### src/rtl/hbpm_pkg.sv
// Shared types, result codes and character classes for the helix bracket pair matcher.
// No dependencies.
package hbpm_pkg;

  localparam int unsigned CHAR_W  = 8;
  localparam int unsigned IDENT_W = 24;
  localparam int unsigned POS_W   = 16;
  localparam int unsigned PTYPE_W = 4;

  localparam logic [IDENT_W-1:0] IDENT_RESET = 24'h000030;
  localparam logic [CHAR_W-1:0]  CHAR_SPACE  = 8'h20;

  typedef enum logic [2:0] {
    KIND_PAIR      = 3'd0,
    KIND_UNMATCHED = 3'd1,
    KIND_MISMATCH  = 3'd2,
    KIND_UNCLOSED  = 3'd3,
    KIND_OVERFLOW  = 3'd4,
    KIND_DONE      = 3'd5
  } kind_e;

  typedef struct packed {
    logic [CHAR_W-1:0] helix;
    logic [CHAR_W-1:0] number;
    logic              last;
  } col_word_t;

  typedef struct packed {
    kind_e              kind;
    logic [POS_W-1:0]   open_pos;
    logic [POS_W-1:0]   close_pos;
    logic [PTYPE_W-1:0] ptype;
    logic [IDENT_W-1:0] helix_id;
    logic [CHAR_W-1:0]  bad_char;
    logic               last;
  } res_t;

  function automatic logic is_digit(input logic [CHAR_W-1:0] c);
    return (c >= 8'h30) && (c <= 8'h39);
  endfunction

  function automatic logic is_alnum(input logic [CHAR_W-1:0] c);
    return is_digit(c) || ((c >= 8'h41) && (c <= 8'h5A)) || ((c >= 8'h61) && (c <= 8'h7A));
  endfunction

  function automatic logic is_opener(input logic [CHAR_W-1:0] c);
    return (c == 8'h7B) || (c == 8'h5B) || (c == 8'h3C) || (c == 8'h28) ||
           (c == 8'h23) || (c == 8'h2A) || ((c >= 8'h61) && (c <= 8'h6A));
  endfunction

  function automatic logic is_bracket_closer(input logic [CHAR_W-1:0] c);
    return (c == 8'h7D) || (c == 8'h5D) || (c == 8'h3E) || (c == 8'h29);
  endfunction

  function automatic logic is_closer(input logic [CHAR_W-1:0] c);
    return is_bracket_closer(c) || ((c >= 8'h41) && (c <= 8'h4A));
  endfunction

endpackage

### src/rtl/hbpm_front.sv
// Input side: two-word queue that decouples column intake from the matching engine.
// Depends on hbpm_pkg.
module hbpm_front import hbpm_pkg::*; (
  input  logic      clk_i,
  input  logic      rst_ni,
  input  logic      push_i,
  input  col_word_t word_i,
  output logic      full_o,
  input  logic      pop_i,
  output logic      avail_o,
  output col_word_t word_o
);

  col_word_t  mem_q [2];
  logic       wp_q, rp_q;
  logic [1:0] cnt_q;

  assign full_o  = (cnt_q == 2'd2);
  assign avail_o = (cnt_q != 2'd0);
  assign word_o  = mem_q[rp_q];

  always_ff @(posedge clk_i) begin
    if (push_i) mem_q[wp_q] <= word_i;
  end

  always_ff @(posedge clk_i or negedge rst_ni) begin
    if (!rst_ni) begin
      wp_q  <= 1'b0;
      rp_q  <= 1'b0;
      cnt_q <= 2'd0;
    end else begin
      if (push_i) wp_q <= ~wp_q;
      if (pop_i)  rp_q <= ~rp_q;
      case ({push_i, pop_i})
        2'b10:   cnt_q <= cnt_q + 2'd1;
        2'b01:   cnt_q <= cnt_q - 2'd1;
        default: cnt_q <= cnt_q;
      endcase
    end
  end

endmodule

### config.mk
export PLATFORM = sky130hd
export DESIGN_NAME = hbpm_front
export DESIGN_NICKNAME = d
export VERILOG_FILES = /design/src/rtl/hbpm_pkg.sv /design/src/rtl/hbpm_front.sv
export SDC_FILE = /design/constraint.sdc
export NUM_CORES = 1
export LEC_CHECK = 0
export ABC_CLOCK_PERIOD_IN_PS = 3100
export BUFFER_PORTS_ARGS = -buffer_cell sky130_fd_sc_hd__buf_2
export CAP_MARGIN = 20
export CORE_MARGIN = 3
export CORE_UTILIZATION = 39
export DETAILED_ROUTE_END_ITERATION = 10
export MAX_ROUTING_LAYER = met4
export PLACE_DENSITY = 0.65
export SETUP_SLACK_MARGIN = 0.02
export SYNTH_ARGS = -nofsm -noshare
export SYNTH_HDL_FRONTEND = slang
export SYNTH_SLANG_ARGS = --single-unit
### constraint.sdc
create_clock -name clk_i -period 3.1 [get_ports clk_i]
set_input_delay 0.31 -clock clk_i [delete_from_list [all_inputs] [get_ports clk_i]]
set_output_delay 0.31 -clock clk_i [all_outputs]
set_load 0.01 [all_outputs]
After elaboration in Yosys (flattened, before gate mapping)
Memories as Yosys holds them, arrays and structs flattened.
Index checks and enable logic that the tools add are counted.
{ "word_totals": {"reg_bits": 4, "ram_bits": 34, "inputBits": 21, "output_inout_bits": 19, "elab_cells": 16, "memories": 1} }
{ "op_classes": {"add_sub_neg": 2, "eq_ne": 3, "muxes": 3, "bitwise_logic": 2, "n_reduce_logical": 2} }
{ "memory_table": {"columns": ["name", "words", "word_bits", "read_ports", "rd_ports_with_merged_regs", "write_ports", "line_no", "source"], "rows": [
  ["mem_q", 2, 17, 1, 0, 1, "hbpm_front.sv:14", "col_word_t mem_q [2];"]
]} }
{ "op_table": {"columns": ["operator", "count"], "rows": [
  ["== test 2 bit, second input constant", 2],
  ["case mux 2 bit (2 select lines)", 1],
  ["nonzero test 2 bit", 2],
  ["adder 2 x 1 -> 2 bit, second input constant", 1],
  ["== test 2 x 1 -> 1 bit, second input constant", 1],
  ["2-to-1 mux 1 bit", 2],
  ["NOT 1 bit", 2],
  ["subtractor 2 x 1 -> 2 bit, second input constant", 1]
]} }

Logic depth before layout (Yosys ltp)
{ "logic_depth": {"depth_word": 2, "mapped_depth": 5, "depth_no_buf": 5} }

Worst setup path after synthesis
Ideal clock, no wire load.
{ "synth_path": {"path_kind": "flip-flop to flip-flop", "from": "register wp_q", "to": "memory mem_q[0][0] in the netlist's numbering, enable pin", "setup_ps": 391, "t_arrival_ps": 1139, "t_required_ps": 2709, "slack_ps": 1570, "path_stages_with_launch": 2, "n_path_buf": 0, "synth_period_minus_slack_ps": 1530, "path_cell_list": "dfrtp_1 nor2_1"} }
{ "synth_rtl": {"columns": ["element", "line_no", "source"], "rows": [
  ["from (decl)", "hbpm_front.sv:15", "logic wp_q, rp_q;"],
  ["from (signal assigned)", "hbpm_front.sv:32", "if (push_i) wp_q <= ~wp_q;"],
  ["to (decl)", "hbpm_front.sv:14", null]
]} }
Straight into the memory's write port.

==> metrics.txt <==
Post-CTS Setup Bufs 0; Compound-Gate Fraction of Synth Area 0; Hold EP mem_q[1][14]; DP HPWL 1480 um; leakage 0.715 nW; Longest Clk Path Bufs 2; Post-Route Skew 6.30 ps; Routed Antenna Nets 0; initial core utilization 0.422; largest net degree at the start of global routing 19; width of the die 67.3 um; final WL 2220 um; share of layout cells above drive strength 1 0.565; multiplexer share of the synthesized area 0.154; FF-to-FF Start wp_q; Worst Tran Pin Value between 900 and 1000 ps; vias in the first global route between 700 and 800; first-pass GRT wire length 3510 um; Crit path required time 2790 ps; CORE AREA approximately 3500 sq um; combinational family with the most area after synthesis multiplexers; number of antenna diodes 0; RSZ-0062 raised after global routing false; Max-Cap Viols 0; Simple-Gate Fraction of Synth Area 0.0179; clock slew at reported path FFs 70 ps; Vias just over 700; register area share after synthesis 0.766; xor and xnor fraction of the mapped netlist area 0.0299; reg2reg end mem_q[0][6]; DRC 0; clock latency on the worst-skew pair roughly 280 ps; PD cells about 850 nW/um^2; post-route met1 wirelength approximately 900 um; WL met3 174 um; Final Cycle Share 0.676; Avg WL per Cell 13.8 um; Ys Warns 0; top cells by area, synth edfxtp_1 70%, mux2_4 9.2%, dfrtp_1 6.8%, mux2_2 6.2%, xor2_1 1.8%; hold path depth 1; Die ar. 4520 sq um; Crit Path Class flop to output pin; reg2reg path depth 1; Met2 Wirelength 1100 um; mapped cell area 1460 sq um; Cells after Synth 69; CTS tree done; Rel. slew slack 0.389; global route overflow 0; final hold vios 0; Seq cells post-synth 38; post-synthesis adder-cell area fraction 0.00855; Slew Limit Fails 0; Min Hold Slack about 210 ps; drt pass-1 iters 4; distinct cell type count after synthesis 14; syn_area_per_cell between 20 and 25 sq um; worst-path maximum fanout 18; Setup crit end kind output pin; Startpoint Class flop; hold_sp word_i[14]; routability cong. about 0.6; Area Growth Syn to Fin 21.6%; fin nets 136; Die H 67.3 um; Initial DRC Count 45; final setup vio count 0; VDD IR max 0.000391 V; vias per cell 4.45; Setup TNS 0 ps; run status completed; Highest Clock Rate 477 MHz; Final Worst Setup Slack 1000 ps; Top Metal Used met4; worst hold-check path type input port to flop; pre-CTS WS 1280 ps; Tot GR Track Use 0.117; Synth area leader edfxtp_1; htree depth 2; fin crit period 2100 ps; Placement Rows 21; CTS Root Cell clkbuf_8; Port Buf Inserts 39; syn_nets 91; area share of the largest cell type after synthesis 0.697; clk sinks 38; CTS Buf Count 5; flop2flop setup slack 1610 ps; Ports 40; initial antenna violation count 0; critical path arrival 1790 ps
[logic make-up after synthesis]
family,Yosys count
DFF,38
muxes,17
xor gates and xnor gates,5
and+or+nand+nor,5
buffers and inverters,3
adders and majority gates,1
[layout by cell type (no fill, tap or decap)]
cell type	n
inv_1	1
and2_1	1
nor2_1	1
dfrtp_1	4
xnor2_1	2
xor2_1	3
clkbuf_1	1
ha_1	1
nor2b_1	1
or2_2	1
buf_2	39
clkbuf_8	5
clkinv_2	2
mux2_4	9
edfxtp_1	34
dlygate4sd3_1	1
nor2_2	1
mux2_2	8
[flip-flops by register name, summed over array words and instances, names as in the netlist]
name and count:
mem_q 34, cnt_q 2, wp_q 1, rp_q 1
[worst max path at each step]
stage | slack, ps | end | startpoint
global route | 880 | word_o[2] | rp_q
CTS | 970 | word_o[3] | rp_q
detailed placement | 1280 | word_o[3] | rp_q
finish | 1000 | word_o[3] | rp_q
floorplan | 1570 | mem_q[0][0] | wp_q
global placement | 1300 | word_o[3] | rp_q
[power by group]
group	leakage, nW	switching, mW	internal (mW)	total, mW
Clock	0.0450	0.158	0.156	0.314
Sequential	0.366	0.0934	0.688	0.781
Combinational	0.304	0.181	0.245	0.426
Total	0.715	0.433	1.09	1.52
[area by class of cell]
class                           count  area [sq um]
Sequential cell                    38          1120
Fill cell                         311          1690
Clock buffer                        6          72.6
Inverter                            1          3.75
Timing Repair Buffer               40           205
Multi-Input combinational cell     28           310
Clock inverter                      2          10.0
Tap cell                           46          57.6
[metal layers]
layer  up-vias  GRT usage
met3         4     0.0649
met4         0     0.0684
li1        347          -
met2        24      0.172
met5         -          -
met1       341      0.123
[stage by stage]
step	utilization	cells	cell area (sq um)	power, mW
floorplan	-	69	1460	1.10
global placement	0.487	152	1690	1.22
detailed placement	0.487	152	1690	1.23
CTS	0.513	161	1780	1.55
global route	0.513	161	1780	1.62
finish	0.513	161	1780	1.52
[critical path: stages (launching register included)]
cell,delay (ps)
dfrtp_1,950
mux2_2,420
buf_2,140
[what timing repair did]
item / 4_1_cts / 5_1_grt
hold buffers: 1 / 0
resized for setup: 0 / 0
endpoints found under the hold margin: 4 / 0
setup endpoints to repair: 0 / 0
[cell usage after synthesis]
master / n
xor2_1: 3
or2_2: 1
and2_1: 1
mux2_4: 9
inv_1: 1
xnor2_1: 2
edfxtp_1: 34
buf_6: 1
ha_1: 1
buf_12: 1
dfrtp_1: 4
nor2b_1: 1
nor2_1: 2
mux2_2: 8
Power figures use the tool's default switching activity.
